<file path="src/sv/tos_pkg.sv">
`default_nettype none

package tos_pkg;

  // Stack actions carried by an input word
  typedef enum logic [2:0] {
    TOS_ACT_PUSH   = 3'd0,
    TOS_ACT_POP    = 3'd1,
    TOS_ACT_DUP    = 3'd2,
    TOS_ACT_SWAP   = 3'd3,
    TOS_ACT_CLEAR  = 3'd4,
    TOS_ACT_ASSERT = 3'd5
  } tos_action_e;

  // Error codes reported with every result
  typedef enum logic [2:0] {
    TOS_ERR_OK       = 3'd0,
    TOS_ERR_EMPTY    = 3'd1,
    TOS_ERR_FEW      = 3'd2,
    TOS_ERR_MISMATCH = 3'd3,
    TOS_ERR_FULL     = 3'd4
  } tos_err_e;

  // Movement applied to the whole cell chain in one cycle
  typedef enum logic [2:0] {
    TOS_CH_HOLD,
    TOS_CH_PUSH,
    TOS_CH_DUP,
    TOS_CH_POP,
    TOS_CH_SWAP
  } tos_chain_op_e;

  localparam int unsigned TypeW  = 3;
  localparam int unsigned ValueW = 64;
  localparam int unsigned DepthW = 7;

  // One stack entry
  typedef struct packed {
    logic [TypeW-1:0]  entry_type;
    logic [ValueW-1:0] entry_value;
  } tos_entry_t;

  // Input word
  typedef struct packed {
    logic [2:0]        action;
    logic [TypeW-1:0]  operand_type;
    logic [ValueW-1:0] operand_value;
  } tos_in_t;

  // Result word
  typedef struct packed {
    logic [TypeW-1:0]  top_type;
    logic [ValueW-1:0] top_value;
    logic [DepthW-1:0] depth;
    logic [2:0]        error_code;
  } tos_out_t;

  // Control handed from the sequencer to every cell
  typedef struct packed {
    tos_chain_op_e op;
  } tos_ctl_t;

endpackage

`default_nettype wire

</file>
<file path="src/sv/tos_cell.sv">
`default_nettype none

// One stack slot; cell 0 is the top of stack
module tos_cell #(
  parameter int unsigned CellIdx = 0
) (
  input  wire                      clk_i,
  input  wire tos_pkg::tos_ctl_t   ctl_i,
  input  wire tos_pkg::tos_entry_t up_i,   // from the cell nearer the top (operand for cell 0)
  input  wire tos_pkg::tos_entry_t dn_i,   // from the cell deeper in the stack
  output tos_pkg::tos_entry_t      entry_o
);

  tos_pkg::tos_entry_t entry_q, entry_d;

  // Next entry by chain movement
  always_comb begin
    entry_d = entry_q;
    unique case (ctl_i.op)
      tos_pkg::TOS_CH_PUSH: entry_d = up_i;
      tos_pkg::TOS_CH_DUP: begin
        if (CellIdx != 0) entry_d = up_i;
      end
      tos_pkg::TOS_CH_POP: entry_d = dn_i;
      tos_pkg::TOS_CH_SWAP: begin
        if (CellIdx == 0) entry_d = dn_i;
        else if (CellIdx == 1) entry_d = up_i;
      end
      default: entry_d = entry_q;
    endcase
  end

  // Payload, no reset needed
  always_ff @(posedge clk_i) begin
    entry_q <= entry_d;
  end

  assign entry_o = entry_q;

endmodule

`default_nettype wire

</file>
<file path="config.mk">
export PLATFORM = sky130hd
export DESIGN_NAME = tos_cell
export DESIGN_NICKNAME = d
export VERILOG_FILES = /design/src/sv/tos_pkg.sv /design/src/sv/tos_cell.sv
export SDC_FILE = /design/constraint.sdc
export NUM_CORES = 1
export LEC_CHECK = 0
export ABC_AREA = 1
export BUFFER_PORTS_ARGS = -buffer_cell sky130_fd_sc_hd__buf_4
export CORE_ASPECT_RATIO = 0.7
export CORE_MARGIN = 4
export CORE_UTILIZATION = 35
export CTS_CLUSTER_SIZE = 28
export DETAILED_ROUTE_END_ITERATION = 10
export PLACE_DENSITY_LB_ADDON = 0.15
export SKIP_LAST_GASP = 1
export SLEW_MARGIN = 20
export SYNTH_ARGS = -nofsm -noshare
export SYNTH_HDL_FRONTEND = slang
export SYNTH_SLANG_ARGS = --single-unit
</file>
<file path="constraint.sdc">
create_clock -name clk_i -period 2.7 [get_ports clk_i]
set_input_delay 0.54 -clock clk_i [delete_from_list [all_inputs] [get_ports clk_i]]
set_output_delay 0.54 -clock clk_i [all_outputs]
set_load 0.02 [all_outputs]
</file>
==> impl_results.md, run 1 <==
- Worst Path Arrival: 1640 ps
- Synthesized area: 3020 sq um
- Clock Path Buffers: 2
- Relative slew slack: 54.7%
- Largest register FFs: 67
- CTS Hold Buffers Added: 0
- WP buf/inv: 2
- Final Wtd Congestion: 0.762
- Placed cell count: 603
- Count of antenna-violating nets left after detailed routing: 0
- Final WS setup: 1240 ps
- Pleak: 2.39 nW
- Total track usage: 17.4%
- Chip height: 85.7 um
- Syn avg cell area: 10.2 sq um
- CP endpoint kind: flop
- Root Driver: clkbuf_16
- CP Launch Type: input port
- Detailed Route WL: 8.97 mm
- Layout Nets: 632
- Path type of the worst min-delay path: in2reg
- Die area: 10200 sq um
- DP HPWL: 6.51 mm
- Multi-input gate area: 886 sq um
- # rows: 28
- FILL cells: 751
- Vias in the first global route: 2809
- TritonCTS Buffers: 9
- Worst-path clk slew: 60 ps
- Layout cells sized above 1: 45.7%
- Antenna violations before repair: 0
- Initial DRC Count: 211
- Minimum clock period: 1460 ps
- First-pass GRT wire length: 13.9 mm
- Initial Util: 35.8%
- Io pins: 205
- Pwr dens: 639 nW/um^2
- Yosys cell types: 9
- Status: complete, no violations
- RSZ-0062 raised after global routing: no
- Crit path kind: in2reg
- Delay-heaviest family, CP: buffers and inverters
- Slowest-stage cell, CP: buf_4
- Slew Viols, Final: 0
- Worst hold margin: 482 ps
- Maximum number of pins on one net before global-route repair: 68
- Wirelength per Cell: 14.5 um
- Core ar.: 8440 sq um
- Post-route DRC: 0
- Reported max-cap violation count: 0
- Post-CTS Resized: 0
- FF+latch count, synth: 67
- H-tree depth: 3
- Drt first pass iters: 4
- Fmax: 687 MHz
- Setup Buffers After CTS: 0
- FF/Latch Area: 2010 sq um
- Critical path peak fanout: 67
- CP max stage delay: 530 ps
- Final Hold Fails: 0
- Finished Core Util: 58.1%
- Yosys warns: 0
- Worst-margin pin slew: 680 ps
- Port bufs: 204
- Area Overhead vs Synth: 62.4%
- CP dominant cell by count: nand2_1
- Diode count: 0
- Syn nets: 433
- Total Negative Setup Slacks: 0 ps
- Critical Path RT: 2880 ps
- Sequential fraction of the synthesis area: 66.6%
- Clock tree sinks: 67
- Via count: 2792
- Post-route clock period utilization: 53.9%
- Width of the die: 119 um
- Cell Chain, Critical Path: buf_4, nand2_1, nand2_2, nand2_2, buf_4, nand2_1, nand2_1
- Global route overflow: 0
- Post-Synthesis Cells: 295
- Setup-failing EPs final: 0
- Fin cells: 619
- Worst slack, placed: 899 ps
- Maximum vdd drop: 0.328 mV
- TritonCTS clock tree: yes
- Vias per cell: 4.51
## layout by cell type (no fill, tap or decap), drive strengths merged
| cell type | n |
|---|---|
| o21a | 1 |
| inv | 1 |
| nand3 | 67 |
| edfxtp | 67 |
| clkinv | 4 |
| o21ai | 1 |
| nand2 | 137 |
| buf | 209 |
| clkbuf | 10 |
| clkinvlp | 2 |
## metrics by stage
stage | power [mW] | cell area [sq um]
CTS | 3.18 | 4900
detailed placement | 2.13 | 4630
global route | 3.28 | 4900
floorplan | 1.73 | 3020
finish | 3.13 | 4900
global placement | 2.12 | 4630
## cells by family after synthesis
group           share of synthesized area, %
buf+inv                                 4.72
flops                                   66.6
simple gates                            28.1
compound gates                         0.539
## Yosys cell counts, drive strengths merged
library cell / number / area [sq um]
buf: 21 / 139
inv: 1 / 3.75
o21ai: 1 / 8.76
edfxtp: 67 / 2010
nand2: 137 / 514
o21a: 1 / 7.51
nand3: 67 / 335
## worst min-delay path: stages
cell and delay (ps):
buf_4 70, nand2_1 40, nand2_1 40
## metal layers
metal / share of wire [%] / wire length, um / GRT usage (%)
met3: 12 / 1110 / 8.64
met5: 0 / 0 / 0
met1: 39 / 3530 / 20.4
met4: 0.97 / 87 / 4.94
met2: 47 / 4240 / 28.4
## final cells by class
cell class,instances,area share (%)
Inverter,1,0.0765
Sequential cell,67,41.0
Multi-Input combinational cell,206,18.1
Clock inverter,6,0.867
Clock buffer,10,4.67
Timing Repair Buffer,209,32.2
Tap cell,120,3.06
## power breakdown
| part | internal (mW) | switching (mW) | total, mW |
|---|---|---|---|
| clock network | 0.620 | 0.413 | 1.03 |
| logic | 0.344 | 0.406 | 0.750 |
| registers | 1.31 | 0.0367 | 1.35 |
| total | 2.28 | 0.856 | 3.13 |
## final timing paths
kind              cells after the start  slack, ps          end  startpoint
hold / removal                        3        480  entry_o[61]    up_i[61]
setup / recovery                      7       1240  entry_o[38]    ctl_i[0]
Note: power is estimated with default switching activity, not from simulation.
==> inputs of run 2 (changes only) <==
==> constraint.sdc (replaced) <==
create_clock -name clk_i -period 1.5 [get_ports clk_i]
set_input_delay 0.3 -clock clk_i [delete_from_list [all_inputs] [get_ports clk_i]]
set_output_delay 0.3 -clock clk_i [all_outputs]
set_load 0.02 [all_outputs]
==> run 2 against run 1 <==
  * Cell area up 1.0%
  * First-iteration DRC count stayed put
  * Wire length down 2.1%
==> impl_results.md, run 2 (synthesis results as in run 1) <==
- Final Hold Fails: 0 (unchanged)
- Worst Min Path Start: up_i[35] (was up_i[61])
- Status: complete, no violations (unchanged)
- Slew Viols, Final: 0 (unchanged)
- Area post-placement: 4710 sq um (was 4630 sq um)
- Worst slack, placed: 112 ps (was 899 ps)
- Commonest cells after routing, fill and taps aside: buf_4, nand2_1, nand3_1, edfxtp_1, clkbuf_16 (unchanged)
- Vias in the first global route: 2779 (was 2809)
- Diode count: 0 (unchanged)
- # rows: 28 (unchanged)
- CP max stage delay: 380 ps (was 530 ps)
- P_int: 4.09 mW (was 2.28 mW)
- Commonest non-fill, non-tap cell in the layout: buf_4 (unchanged)
- Slowest-stage cell, CP: edfxtp_1 (was buf_4)
- Clock Path Buffers: 2 (unchanged)
- Die area: 10200 sq um (unchanged)
- Worst-margin pin slew: 337 ps (was 680 ps)
- P_sw: 1.49 mW (was 0.856 mW)
- Total track usage: 17.3% (was 17.4%)
- Critical path peak fanout: 1 (was 67)
- Setup-failing EPs final: 0 (unchanged)
- M1 GR Usage: 20.6% (was 20.4%)
- Layout Nets: 635 (was 632)
- Fmax: 859 MHz
- Setup Buffers After CTS: 0 (unchanged)
- Clock tree sinks: 67 (unchanged)
- Post-CTS Resized: 0 (unchanged)
- Initial Util: 35.8% (unchanged)
- Count of antenna-violating nets left after detailed routing: 0 (unchanged)
- Relative slew slack: 77.5% (was 54.7%)
- Vias per cell: 4.53 (was 4.51)
- Drt first pass iters: 4 (unchanged)
- Antenna violations before repair: 0 (unchanged)
- TritonCTS Buffers: 9 (unchanged)
- Sw frac: 26.7% (was 27.3%)
- Area Overhead vs Synth: 64.0% (was 62.4%)
- Post-route clock period utilization: 77.6%
- Worst-path clk slew: 50 ps (was 60 ps)
- Layout cells sized above 1: 45.4% (was 45.7%)
- DP HPWL: 6.80 mm (was 6.51 mm)
- Global route overflow: 0 (unchanged)
- Io pins: 205 (unchanged)
- CTS Hold Buffers Added: 0 (unchanged)
- Clock power frac: 31.8% (was 33.0%)
- Grt peak-use layer: met2 (unchanged)
- Via count: 2806 (was 2792)
- TritonCTS clock tree: yes (unchanged)
- Largest register FFs: 67 (unchanged)
- Maximum vdd drop: 0.469 mV (was 0.328 mV)
- Critical Path RT: 1200 ps (was 2880 ps)
- WP buf/inv: 1 (was 2)
- Sequential power share: 43.5% (was 43.1%)
- Crit path kind: reg2out (was in2reg)
- Pwr Total: 5.58 mW (was 3.13 mW)
- Port bufs: 204 (unchanged)
- Hold Path Stages: 3 (unchanged)
- Final Wtd Congestion: 0.797 (was 0.762)
- Worst Path Arrival: 860 ps (was 1640 ps)
- RSZ-0062 raised after global routing: no (unchanged)
- Delay-heaviest family, CP: flip-flops (was buffers and inverters)
- Cell Chain, Critical Path: buf_4 (was buf_4, nand2_1, nand2_2, nand2_2, buf_4, nand2_1, nand2_1)
- Final WS setup: 335 ps (was 1240 ps)
- Grt met3 use: 8.17% (was 8.64%)
- Root Driver: clkbuf_16 (unchanged)
- FILL cells: 759 (was 751)
- Post-route DRC: 0 (unchanged)
- Pwr dens: 1130 nW/um^2 (was 639 nW/um^2)
- Pleak: 2.41 nW (was 2.39 nW)
- Chip height: 85.7 um (unchanged)
- Path type of the worst min-delay path: in2reg (unchanged)
- Final instance area: 4950 sq um (was 4900 sq um)
- H-tree depth: 3 (unchanged)
- Hold EP: entry_o[35] (was entry_o[61])
- Wirelength per Cell: 14.2 um (was 14.5 um)
- Met2 Resource Use GR: 28.5% (was 28.4%)
- Minimum clock period: 1160 ps
- First-pass GRT wire length: 13.9 mm (about the same)
- Maximum number of pins on one net before global-route repair: 37 (was 68)
- CP endpoint kind: output pin (was flop)
- Reported max-cap violation count: 0 (unchanged)
- CP Launch Type: flop (was input port)
- Initial DRC Count: 211 (unchanged)
- Proportion of power drawn by combinational gates: 24.8% (was 23.9%)
- Core ar.: 8440 sq um (unchanged)
- Width of the die: 119 um (unchanged)
- Detailed Route WL: 8.78 mm (was 8.97 mm)
==> run 2: worst max path at each step <==
stage / depth (start not counted) / from / slack, ps / end
floorplan: 3 / ctl_i[1] / -70 / entry_o[0]
global placement: 4 / ctl_i[1] / 140 / entry_o[39]
detailed placement: 4 / ctl_i[1] / 110 / entry_o[42]
CTS: 1 / entry_o[3] / 320 / entry_o[3]
global route: 1 / entry_o[43] / 290 / entry_o[43]
finish: 1 / entry_o[3] / 340 / entry_o[3]
==> run 2: stage by stage <==
step	util [%]	TNS (ps)	hold slack [ps]	cells
final	58.7	0	247	620
after global routing	58.7	0	245	620
after CTS	58.7	0	237	620
after detailed placement	55.7	0	566	606
after global placement	55.7	0	564	606
after floorplan	-	-4420	479	295
==> run 2: final cells by class <==
class / instances / area [sq um] / share of cell area (%)
Clock buffer: 10 / 229 / 4.62
Sequential cell: 67 / 2010 / 40.6
Multi-Input combinational cell: 206 / 886 / 17.9
Inverter: 1 / 3.75 / 0.0758
Tap cell: 120 / 150 / 3.03
Timing Repair Buffer: 212 / 1650 / 33.4
Clock inverter: 4 / 20.0 / 0.404
==> run 2: layer usage <==
metal	wire length, um	share of wire [%]	up-vias
met5	0	0	-
met4	80	0.91	0
met3	1020	12	7
met2	4270	49	124
met1	3410	39	1270
li1	-	-	1405
==> run 2: power groups by stage <==
| stage | combinational (mW) | sequential [mW] | clock (mW) |
|---|---|---|---|
| after detailed placement | 1.40 | 2.46 | 0 |
| after global routing | 1.49 | 2.45 | 1.91 |
| after global placement | 1.39 | 2.46 | 0 |
| after CTS | 1.40 | 2.43 | 1.83 |
| after floorplan | 0.332 | 2.78 | 0 |
| final | 1.38 | 2.43 | 1.77 |
