### config.mk
export PLATFORM = sky130hd
export DESIGN_NAME = tos_ctrl
export DESIGN_NICKNAME = d
export VERILOG_FILES = /design/src/sv/tos_pkg.sv /design/src/sv/tos_ctrl.sv
export SDC_FILE = /design/constraint.sdc
export NUM_CORES = 1
export LEC_CHECK = 0
export BUFFER_PORTS_ARGS = -buffer_cell sky130_fd_sc_hd__clkbuf_2
export CORE_MARGIN = 2
export CORE_UTILIZATION = 30
export CTS_BUF_LIST = sky130_fd_sc_hd__clkbuf_8 sky130_fd_sc_hd__clkbuf_16
export DETAILED_ROUTE_END_ITERATION = 8
export GPL_TIMING_DRIVEN = 0
export PLACE_DENSITY_LB_ADDON = 0.15
export SKIP_LAST_GASP = 1
export SLEW_MARGIN = 20
export SYNTH_ARGS = -nofsm -noshare
export SYNTH_HDL_FRONTEND = slang
export SYNTH_SLANG_ARGS = --single-unit
### constraint.sdc
create_clock -name clk_i -period 4.55 [get_ports clk_i]
set_input_delay 0.91 -clock clk_i [delete_from_list [all_inputs] [get_ports clk_i]]
set_output_delay 0.91 -clock clk_i [all_outputs]
set_load 0.02 [all_outputs]
### src/sv/tos_pkg.sv
`default_nettype none

package tos_pkg;

  // Stack actions carried by an input word
  typedef enum logic [2:0] {
    TOS_ACT_PUSH   = 3'd0,
    TOS_ACT_POP    = 3'd1,
    TOS_ACT_DUP    = 3'd2,
    TOS_ACT_SWAP   = 3'd3,
    TOS_ACT_CLEAR  = 3'd4,
    TOS_ACT_ASSERT = 3'd5
  } tos_action_e;

  // Error codes reported with every result
  typedef enum logic [2:0] {
    TOS_ERR_OK       = 3'd0,
    TOS_ERR_EMPTY    = 3'd1,
    TOS_ERR_FEW      = 3'd2,
    TOS_ERR_MISMATCH = 3'd3,
    TOS_ERR_FULL     = 3'd4
  } tos_err_e;

  // Movement applied to the whole cell chain in one cycle
  typedef enum logic [2:0] {
    TOS_CH_HOLD,
    TOS_CH_PUSH,
    TOS_CH_DUP,
    TOS_CH_POP,
    TOS_CH_SWAP
  } tos_chain_op_e;

  localparam int unsigned TypeW  = 3;
  localparam int unsigned ValueW = 64;
  localparam int unsigned DepthW = 7;

  // One stack entry
  typedef struct packed {
    logic [TypeW-1:0]  entry_type;
    logic [ValueW-1:0] entry_value;
  } tos_entry_t;

  // Input word
  typedef struct packed {
    logic [2:0]        action;
    logic [TypeW-1:0]  operand_type;
    logic [ValueW-1:0] operand_value;
  } tos_in_t;

  // Result word
  typedef struct packed {
    logic [TypeW-1:0]  top_type;
    logic [ValueW-1:0] top_value;
    logic [DepthW-1:0] depth;
    logic [2:0]        error_code;
  } tos_out_t;

  // Control handed from the sequencer to every cell
  typedef struct packed {
    tos_chain_op_e op;
  } tos_ctl_t;

endpackage

`default_nettype wire

### src/sv/tos_ctrl.sv
`default_nettype none

// Decodes the action, keeps the entry count and registers the result
module tos_ctrl #(
  parameter int unsigned STACK_DEPTH = 64
) (
  input  wire                      clk_i,
  input  wire                      rst_ni,
  input  wire                      accept_i,
  input  wire tos_pkg::tos_in_t    item_i,
  input  wire tos_pkg::tos_entry_t top0_i,
  input  wire tos_pkg::tos_entry_t top1_i,
  output tos_pkg::tos_ctl_t        ctl_o,
  output logic                     done_o,
  output tos_pkg::tos_out_t        result_o
);

  localparam int unsigned CntW = $clog2(STACK_DEPTH + 1);
  localparam logic [CntW-1:0] CntFull = CntW'(STACK_DEPTH);
  localparam logic [CntW-1:0] CntOne  = CntW'(1);

  logic [CntW-1:0]     count_q, count_d;
  logic                done_q;
  tos_pkg::tos_out_t   result_q, result_d;
  tos_pkg::tos_entry_t res_entry, top_vis, zero_entry, operand;
  tos_pkg::tos_chain_op_e op;
  tos_pkg::tos_err_e   err;
  logic                empty, full, few;

  assign zero_entry = '0;
  assign operand    = '{entry_type: item_i.operand_type, entry_value: item_i.operand_value};
  assign empty      = (count_q == '0);
  assign full       = (count_q >= CntFull);
  assign few        = (count_q <= CntOne);
  assign top_vis    = empty ? zero_entry : top0_i;

  // Action decode
  always_comb begin
    op        = tos_pkg::TOS_CH_HOLD;
    count_d   = count_q;
    err       = tos_pkg::TOS_ERR_OK;
    res_entry = top_vis;
    unique case (item_i.action)
      tos_pkg::TOS_ACT_PUSH: begin
        if (full) begin
          err = tos_pkg::TOS_ERR_FULL;
        end else begin
          op        = tos_pkg::TOS_CH_PUSH;
          count_d   = count_q + CntOne;
          res_entry = operand;
        end
      end
      tos_pkg::TOS_ACT_POP: begin
        if (empty) begin
          err = tos_pkg::TOS_ERR_EMPTY;
        end else begin
          op        = tos_pkg::TOS_CH_POP;
          count_d   = count_q - CntOne;
          res_entry = top0_i;
        end
      end
      tos_pkg::TOS_ACT_DUP: begin
        if (empty) begin
          err = tos_pkg::TOS_ERR_EMPTY;
        end else if (full) begin
          err = tos_pkg::TOS_ERR_FULL;
        end else begin
          op      = tos_pkg::TOS_CH_DUP;
          count_d = count_q + CntOne;
        end
      end
      tos_pkg::TOS_ACT_SWAP: begin
        if (few) begin
          err = tos_pkg::TOS_ERR_FEW;
        end else begin
          op        = tos_pkg::TOS_CH_SWAP;
          res_entry = top1_i;
        end
      end
      tos_pkg::TOS_ACT_CLEAR: begin
        count_d   = '0;
        res_entry = zero_entry;
      end
      tos_pkg::TOS_ACT_ASSERT: begin
        if (empty) begin
          err = tos_pkg::TOS_ERR_EMPTY;
        end else if (top0_i != operand) begin
          err = tos_pkg::TOS_ERR_MISMATCH;
        end
      end
      default: ;  // undefined action: report top, no change
    endcase
  end

  assign ctl_o.op = accept_i ? op : tos_pkg::TOS_CH_HOLD;

  // Result word
  always_comb begin
    result_d.top_type   = res_entry.entry_type;
    result_d.top_value  = res_entry.entry_value;
    result_d.depth      = tos_pkg::DepthW'(count_d);
    result_d.error_code = err;
  end

  // Control state
  always_ff @(posedge clk_i or negedge rst_ni) begin
    if (!rst_ni) begin
      count_q <= '0;
      done_q  <= 1'b0;
    end else begin
      done_q <= accept_i;
      if (accept_i) count_q <= count_d;
    end
  end

  // Result payload
  always_ff @(posedge clk_i) begin
    if (accept_i) result_q <= result_d;
  end

  assign done_o   = done_q;
  assign result_o = result_q;

endmodule

`default_nettype wire

==> qor.csv, run 1 <==
stage;metric;value;unit
timing;Fin. Hold Viols;0;
place;GP Congestion;0.851;
layout;FF/Latch Area;0.00251;mm2
synthesis;largest family of logic cells by synthesized area;compound AO/OA/AOI/OAI gates;
floorplanning;core area;0.0172;mm2
floorplanning;die area;0.0186;mm2
worst_setup_path;crit path kind;in -> out;
place;Post-DP HPWL;16100;um
grt;vias in the first global route;5223;
synthesis;multiplexer share of the synthesized area;0.594;%
worst_setup_path;FF-to-FF path depth;6;
layout;Multi-input gate area;0.00231;mm2
timing;fin crit period;3820;ps
timing;Final Skew;5.30;ps
grt;first-pass GRT wire length;29700;um
timing;crit share post-route;84.0;%
floorplanning;initial core utilization;30.6;%
place;placed cell count;1043;
worst_setup_path;flop2flop setup slack;1760;ps
layout;area delta synth->final;37.7;%
floorplanning;Die H;137;um
timing;# setup viols final;0;
synthesis;Net Count, Synth;742;
synthesis;commonest cells in the netlist;edfxtp_1 (77), inv_1 (70), a22oi_1 (67), xnor2_1 (51), o21ai_1 (48);
route;vias per cell;4.92;
synthesis;Mapped Area;0.00527;mm2
route;final WL;20800;um
route;remaining antenna violation count after routing;0;
clocking;Clock Path Buffers;2;
synthesis;most frequent cell after synthesis;edfxtp_1;
synthesis;post-synthesis sequential area ratio;47.7;%
timing;Setup WS post-layout;729;ps
power;Max IR drop VDD;0.197;mV
clocking;Root Driver;clkbuf_16;
route;Detailed Route Iter0 Violations;270;
grt;largest net degree at the start of global routing;82;
clocking;CTS tree;done;
floorplanning;# rows;48;
run;MaxCap Viol Count;0;
synthesis;Post-synth ARST share;9.41;%
clocking;CTS sink cnt;85;
route;Residual DRC;0;
clocking;Post-CTS Resized;0;
layout;Final Non-Filler Cells;1060;
clocking;Clock transition at path regs;60;ps
worst_setup_path;Worst R2R Start;count_q[6];
synthesis;EDFF count, synth;77;
synthesis;simple-gate share of the synthesized area;9.31;%
worst_setup_path;Crit Path Max Fanout;10;
hold_path;worst hold path class;in -> async;
layout;layout cells sized above 1;38.7;%
power;Tot Pwr;2.93;mW
clocking;H-tree Lvls;3;
floorplanning;die span in x;137;um
worst_setup_path;Required @ worst endpoint;3640;ps
layout;Fillers;1801;
timing;maximum clock frequency;262;MHz
route;DR vias;5217;
place;port bufs;286;
place;worst slack at placement;682;ps
timing;setup TNS;0;ps
synthesis;Synth Warn #;0;
synthesis;number of synthesized register bits;85;
synthesis;predominant post-synthesis flop cell;edfxtp_1;
clocking;TritonCTS Buffers;9;
run_status;status;finished, final reports clean;
timing;Slew HR;51.1;%
synthesis;Adder-Cell Fraction of Synth Area;0.713;%
timing;RSZ-0062 raised after global routing;no;
synthesis;XOR/XNOR Fraction of Synth Area;11.1;%
grt;gr ovfl total;0;
route;WL/cell;19.6;um
power;Leak;3.29;nW
synthesis;Avg Synthesized Cell Area;9.90;um2
grt;GRT Util Overall;21.8;%
grt;initial antenna violation count;2;
worst_setup_path;CP Capture Type;output port;
timing;Slew Limit Fails;0;
layout;NumNets Final;1039;
route;DR pass1 iterations;5;
power;PwrDens;404;mW/mm2
worst_setup_path;RR Endpoint;result_o[37];
synthesis;Synth area leaders;edfxtp_1 (44%), a22oi_1 (9.5%), xnor2_1 (8.5%);
clocking;clk_lat worst skew;350;ps
clocking;CTS Hold Bufs;0;
clocking;setup bufs post-CTS;0;
floorplanning;Top-Level Pins;288;
worst_setup_path;Worst setup SP type;input port;
synthesis;Synth Area in Compound Gates;22.2;%
timing;slew at the pin with the worst max-slew slack;733;ps
synthesis;Synth cell types;46;
synthesis;largest area contributor in the netlist;edfxtp_1;
synthesis;Synth Instances;532;
worst_setup_path;WP data arrival;2910;ps
synthesis;share of Yosys cell area claimed by the top area cell type;43.9;%
==> cells by family after synthesis <==
| logic type | count (synthesis) |
|---|---|
| AOI/OAI and AO/OA | 185 |
| muxes | 3 |
| DFF | 85 |
| buffers and inverters | 102 |
| adders and majority gates | 3 |
| and+or+nand+nor | 87 |
| xor gates and xnor gates | 67 |
==> registers in the layout, indices dropped and copies added (netlist names) <==
signal	flops
count_q	7
result_o	77
done_o	1
==> metrics by stage <==
stage	hold WS (ps)	utilization, %	instance area [um2]
finish	421	42.1	7250
global route	423	42.1	7250
CTS	415	42.0	7250
detailed placement	607	40.5	6990
global placement	603	40.5	6980
floorplan	572	-	5270
==> layout make-up <==
type / instances / area share, %
flip-flops and latches: 85 / 34.6
clock buffers: 9 / 3.11
repair buffers: 286 / 19.9
clock inverters: 6 / 0.449
diodes: 2 / 0.0690
plain buffers: 32 / 2.45
well taps: 225 / 3.88
inverters: 70 / 3.62
multi-input cells: 345 / 31.9
==> critical path, cell delays in order <==
cell and delay (ps):
clkbuf_1 180, or2_2 400, nor3_1 440, clkbuf_1 560, nor2_1 110, nor2_1 120
clkbuf_2 180
==> per-layer routing <==
metal | vias to the layer above | track usage, % | wire [um]
li1 | 2526 | - | -
met1 | 2450 | 25.3 | 8000
met2 | 208 | 38.7 | 10600
met3 | 33 | 5.19 | 1630
met4 | 0 | 8.51 | 579
met5 | - | 0 | 0
==> report_power, final <==
part           internal (mW)  switching (mW)  total (mW)
registers               1.05          0.0544        1.11
clock network          0.363           0.321       0.684
logic                  0.415           0.723        1.14
total                   1.83            1.10        2.93
==> cells in the final DEF, fill, tap and decap left out, drive strengths merged, types with 2 or more instances in the layout <==
master / n
a211oi: 2
a21o: 4
a21oi: 17
a22oi: 67
a31oi: 5
a32o: 2
and2: 4
buf: 14
clkbuf: 313
clkinv: 2
dfrtp: 8
diode: 2
edfxtp: 77
ha: 3
inv: 73
mux2i: 2
nand2: 11
nand2b: 6
nand3: 7
nand4: 13
nor2: 16
nor2b: 5
nor3: 9
nor4: 8
o21a: 3
o21ai: 77
or2: 3
or4: 2
xnor2: 51
xor2: 16
==> worst max path at each step <==
stage / start / end / slack, ps / depth (start not counted)
after floorplan: item_i[69] / ctl_o[0] / 1260 / 6
after global routing: item_i[69] / ctl_o[0] / 570 / 7
final: item_i[69] / ctl_o[0] / 730 / 7
after detailed placement: item_i[69] / ctl_o[0] / 680 / 7
after global placement: accept_i / ctl_o[2] / 200 / 4
after CTS: item_i[69] / ctl_o[0] / 690 / 7
Note: power is estimated with default switching activity, not from simulation.
==> run 2: changes to the inputs <==
Settings changed: ABC_AREA from default to 1.
Clock period 4.55 ns to 3.92 ns, I/O delays scaled along.
==> run 2 against run 1 <==
Die area is 11% higher; flip-flop and latch count stayed put; first-iteration DRC count is 2.6% lower; sequential power is 14% higher; power is 28% higher; clock skew is 1.6 ps higher; clock power is 39% higher; critical path depth is 2 lower; non-clock buffer count is 4 higher; setup slack better by 44 ps; register-to-register slack better by 20 ps; clock-buffer cell count is 1 higher.
==> qor.csv, run 2 <==
stage;metric;value;unit
run_status;status;finished, final reports clean;
worst_setup_path;Worst setup startpoint;accept_i;
worst_setup_path;Worst path max stage delay;520;ps
clocking;CTS Hold Bufs;0;
power;Max IR drop VDD;0.204;mV
place;Post-DP HPWL;17400;um
clocking;CTS sink cnt;85;
place;GP Congestion;0.895;
timing;# setup viols final;0;
worst_setup_path;Worst path slowest cell;clkbuf_8;
synthesis;multiplexer share of the synthesized area;0;%
power;Tot Pwr;3.74;mW
worst_setup_path;CP Capture Type;output port;
timing;RSZ-0062 raised after global routing;no;
layout;NumNets Final;1240;
clocking;clk_lat worst skew;350;ps
route;remaining antenna violation count after routing;0;
layout;most frequent cells in the layout;clkbuf_2 (286), nand2_1 (191), nand3_1 (138);
route;final WL;22200;um
route;Detailed Route Iter0 Violations;263;
synthesis;largest area contributor in the netlist;edfxtp_1;
layout;layout cells sized above 1;37.8;%
worst_setup_path;WP data arrival;2360;ps
hold_path;worst hold path class;in -> async;
run;MaxCap Viol Count;0;
timing;maximum clock frequency;318;MHz
timing;crit share post-route;80.3;%
synthesis;Synth cell types;29;
grt;gr ovfl total;0;
synthesis;XOR/XNOR Fraction of Synth Area;6.58;%
grt;GR met2 Demand/Resource;37.5;%
clocking;TritonCTS Buffers;9;
synthesis;Net Count, Synth;942;
clocking;CTS tree;done;
synthesis;predominant post-synthesis flop cell;edfxtp_1;
timing;Slew Limit Fails;0;
grt;first-pass GRT wire length;33000;um
synthesis;Avg Synthesized Cell Area;8.00;um2
floorplanning;Top-Level Pins;288;
timing;Final Skew;6.92;ps
route;DR vias;6087;
layout;Final Non-Filler Cells;1300;
layout;max reg flops;77;
synthesis;most frequent cell after synthesis;nand2_1;
synthesis;Synth Area in Compound Gates;6.20;%
synthesis;Synth Instances;732;
clocking;setup bufs post-CTS;0;
power;Leak;3.98;nW
worst_setup_path;crit path kind;in -> out;
clocking;Clock transition at path regs;60;ps
place;port bufs;287;
route;WL/cell;17.1;um
timing;Hold WS;279;ps
synthesis;Post-synth ARST share;9.41;%
synthesis;share of Yosys cell area claimed by the top area cell type;39.5;%
synthesis;EDFF count, synth;77;
worst_setup_path;RR Endpoint;result_o[9];
grt;grt met3 use;4.00;%
route;vias per cell;4.68;
worst_setup_path;number of buffers and inverters on the critical path;4;
floorplanning;die span in x;144;um
timing;Slew HR;50.3;%
timing;slew at the pin with the worst max-slew slack;746;ps
worst_setup_path;Crit Path Max Fanout;79;
synthesis;post-synthesis sequential area ratio;42.9;%
worst_setup_path;Required @ worst endpoint;3140;ps
synthesis;largest family of logic cells by synthesized area;simple AND/OR/NAND/NOR gates;
synthesis;simple-gate share of the synthesized area;35.0;%
synthesis;Synth Warn #;0;
clocking;Post-CTS Resized;0;
floorplanning;die area;0.0207;mm2
layout;commonest non-fill, non-tap cell in the layout;clkbuf_2;
worst_setup_path;Worst R2R Start;count_q[6];
worst_setup_path;CP top delay family;buffers and inverters;
worst_setup_path;Worst setup SP type;input port;
clocking;H-tree Lvls;3;
clocking;Root Driver;clkbuf_16;
synthesis;Adder-Cell Fraction of Synth Area;0.641;%
layout;area delta synth->final;35.8;%
power;PwrDens;470;mW/mm2
worst_setup_path;flop2flop setup slack;1780;ps
route;Residual DRC;0;
grt;initial antenna violation count;0;
grt;largest net degree at the start of global routing;80;
synthesis;commonest cells in the netlist;nand2_1 (191), nand3_1 (138), edfxtp_1 (77), inv_1 (68);
worst_setup_path;crit-path cells;clkbuf_8 > buf_2 > clkinv_1 > a21oi_1 > clkbuf_2;
layout;fin util;41.1;%
grt;M1 GR Usage;26.5;%
synthesis;Synth area leaders;edfxtp_1 (39%), nand2_1 (12%), nand3_1 (12%);
layout;Antenna Cells;0;
place;placed cell count;1284;
grt;GRT Util Overall;21.4;%
timing;Fin. Hold Viols;0;
floorplanning;# rows;51;
timing;fin crit period;3150;ps
floorplanning;initial core utilization;30.3;%
floorplanning;core area;0.0193;mm2
synthesis;Mapped Area;0.00586;mm2
grt;Most Crowded Layer GR;met2;
worst_setup_path;FF-to-FF path depth;6;
clocking;Clock Path Buffers;2;
floorplanning;Die H;144;um
grt;vias in the first global route;5879;
synthesis;number of synthesized register bits;85;
route;DR pass1 iterations;5;
==> run 2: cell count changes after synthesis, moves of 20 or more <==
cell | previous run | this run
o21ai_1 | 48 | 5
nand2_2 | 0 | 35
o21ai_0 | 28 | 8
nand2_1 | 11 | 191
nand3_1 | 7 | 138
nand3_2 | 0 | 22
nor2_1 | 15 | 35
o211ai_1 | 0 | 32
a22oi_1 | 67 | 1
xnor2_1 | 51 | 28
==> run 2: cells by family after synthesis <==
| logic type | count (synthesis) |
|---|---|
| AOI/OAI and AO/OA | 55 |
| xor gates and xnor gates | 44 |
| adders and majority gates | 3 |
| buffers and inverters | 114 |
| DFF | 85 |
| and+or+nand+nor | 431 |
==> run 2: report_power, final <==
group | switching (mW) | internal, mW | total, mW | leakage [nW]
clock | 0.381 | 0.571 | 0.952 | 0.161
combinational | 0.994 | 0.526 | 1.52 | 2.94
sequential | 0.0604 | 1.21 | 1.27 | 0.881
==> run 2: through the flow <==
| step | area [um2] | TNS, ps | setup WS (ps) |
|---|---|---|---|
| CTS | 7950 | 0 | 681 |
| global placement | 7620 | -1420 | -504 |
| global route | 7950 | 0 | 562 |
| detailed placement | 7630 | 0 | 687 |
| finish | 7950 | 0 | 772 |
| floorplan | 5860 | 0 | 1330 |
==> run 2: metal layers <==
layer  up-vias  routed length (um)
li1       3046                   -
met1      2782                9290
met2       237               11000
met3        22                1470
met4         0                 400
met5         -                   0
==> run 2: area by class of cell <==
type / instances / area, um2
repair buffers: 287 / 1450
clock inverters: 6 / 80.1
multi-input cells: 533 / 2830
inverters: 79 / 297
well taps: 265 / 332
fillers: 2081 / 11400
plain buffers: 35 / 213
clock buffers: 10 / 239
flip-flops and latches: 85 / 2510
==> run 2: worst max-delay path by stage <==
stage               end  slack (ps)  depth (start not counted)
6_report       ctl_o[0]         770                          5
5_1_grt        ctl_o[1]         560                          5
4_1_cts        ctl_o[0]         680                          5
3_5_place_dp   ctl_o[0]         690                          5
3_3_place_gp   ctl_o[0]        -500                          5
2_1_floorplan  ctl_o[0]        1330                          6
==> run 3: changes to the inputs <==
Clock period 3.92 ns to 2.5 ns, I/O delays scaled along.
==> run 3 against run 2 <==
Sequential power is 56% higher; power is 58% higher; critical path depth is 3 higher; global-route usage hardly changed; sequential share of layout area is 0.19 points lower; clock-buffer cell count stayed put; cell area is 0.66% higher; core utilization is 0.27 points higher; critical endpoint unchanged; highest routed layer unchanged.
==> qor.csv, run 3 (same netlist as run 2, synthesis figures left out) <==
stage;metric;value;unit
floorplanning;Top-Level Pins;288;
layout;NumNets Final;1242;
timing;Setup WS post-layout;118;ps
layout;fin area;0.00800;mm2
clocking;clk_lat worst skew;350;ps
floorplanning;die area;0.0207;mm2
timing;Fin. Hold Viols;0;
timing;Final Skew;6.36;ps
power;Tot Pwr;5.90;mW
timing;maximum clock frequency;420;MHz
layout;Fillers;2078;
timing;Slew HR;52.4;%
timing;Hold WS;451;ps
hold_path;Worst Hold Path Cells;3;
worst_setup_path;Worst R2R Start;count_q[0];
hold_path;worst hold path class;in -> reg;
place;placed cell count;1284;
route;remaining antenna violation count after routing;0;
layout;fin util;41.4;%
clocking;Clock transition at path regs;70;ps
place;GP Congestion;0.895;
route;WL/cell;17.1;um
timing;# setup viols final;0;
timing;setup TNS;0;ps
place;Post-DP HPWL;17400;um
timing;fin crit period;2380;ps
layout;max reg flops;77;
floorplanning;die span in x;144;um
power;Leak;4.00;nW
worst_setup_path;crit path kind;reg -> out;
clocking;CTS sink cnt;85;
layout;layout cells sized above 1;38.5;%
power;PwrDens;737;mW/mm2
clocking;CTS tree;done;
grt;GRT Util Overall;21.4;%
route;DR vias;6095;
route;final WL;22300;um
worst_setup_path;Required @ worst endpoint;2000;ps
grt;initial antenna violation count;0;
place;worst slack at placement;-165;ps
place;Placed Area;0.00763;mm2
clocking;TritonCTS Buffers;9;
route;Residual DRC;0;
grt;first-pass GRT wire length;33100;um
worst_setup_path;Worst setup startpoint;count_q[1];
layout;area delta synth->final;36.7;%
layout;Antenna Cells;0;
clocking;Root Driver;clkbuf_16;
route;DR pass1 iterations;5;
layout;commonest non-fill, non-tap cell in the layout;clkbuf_2;
grt;largest net degree at the start of global routing;80;
worst_setup_path;WP data arrival;1880;ps
grt;vias in the first global route;5905;
power;Max IR drop VDD;0.320;mV
timing;RSZ-0062 raised after global routing;no;
grt;gr ovfl total;0;
route;vias per cell;4.68;
worst_setup_path;Worst setup SP type;flip-flop;
hold_path;HP Start;top0_i[3];
worst_setup_path;FF-to-FF path depth;12;
run;MaxCap Viol Count;0;
floorplanning;# rows;51;
run_status;status;finished, final reports clean;
clocking;H-tree Lvls;3;
place;port bufs;287;
worst_setup_path;Crit Path Max Fanout;6;
layout;most frequent cells in the layout;clkbuf_2 (284), nand2_1 (190), nand3_1 (138);
timing;crit share post-route;95.3;%
route;Detailed Route Iter0 Violations;277;
layout;Final Non-Filler Cells;1302;
clocking;Clock Path Buffers;2;
timing;slew at the pin with the worst max-slew slack;713;ps
timing;Slew Limit Fails;0;
worst_setup_path;CP Capture Type;output port;
floorplanning;core area;0.0193;mm2
floorplanning;Die H;144;um
floorplanning;initial core utilization;30.3;%
-- run 3: cell count changes in the layout (fill, tap and decap cells not counted), sizes merged --
cell | before | now
buf | 20 | 23
clkbuf | 312 | 310
dlygate4sd3 | 0 | 1
-- run 3: repair_timing --
action,in CTS,in global routing
hold buffers,1,0
setup endpoints to repair,3,2
gates resized for setup,6,6
buffers inserted,1,1
gates cloned,0,0
hold endpoints to repair,8,0
-- run 3: report_power, final --
part / total, mW / leakage (nW) / internal (mW) / switching, mW
combinational: 2.42 / 2.96 / 0.844 / 1.58
clock: 1.50 / 0.161 / 0.896 / 0.601
sequential: 1.98 / 0.880 / 1.89 / 0.0884
-- run 3: per-layer routing --
metal / part of all wire, % / track usage [%] / vias up
met5: 0 / 0 / -
met4: 1.8 / 6.55 / 0
met3: 6.6 / 4.00 / 22
met2: 50 / 37.5 / 222
met1: 42 / 26.6 / 2802
li1: - / - / 3049
-- run 3: cell type report --
| class | count | area (um2) | share of cell area (%) |
|---|---|---|---|
| Buffer | 34 | 213 | 2.66 |
| Clock buffer | 10 | 239 | 2.99 |
| Clock inverter | 6 | 80.1 | 1.00 |
| Inverter | 79 | 297 | 3.70 |
| Multi-Input combinational cell | 533 | 2840 | 35.5 |
| Sequential cell | 85 | 2510 | 31.4 |
| Tap cell | 265 | 332 | 4.14 |
| Timing Repair Buffer | 290 | 1490 | 18.6 |
-- run 3: worst paths after layout --
path	endpoint	slack [ps]
setup / recovery	ctl_o[0]	120
hold / removal	result_o[13]	450
setup reg to reg	result_o[50]	450
hold reg to reg	count_q[6]	570
max in group asynchronous	count_q[0]	1760
min in group asynchronous	done_o	540
-- run 3: worst max-delay path, cell delays in order (launching register included) --
cell and delay (ps):
dfrtp_1 400, inv_2 100, ha_1 230, nand2_2 120, inv_1 70, nand2_2 150
nand2_2 120, a21oi_2 160, clkbuf_4 190
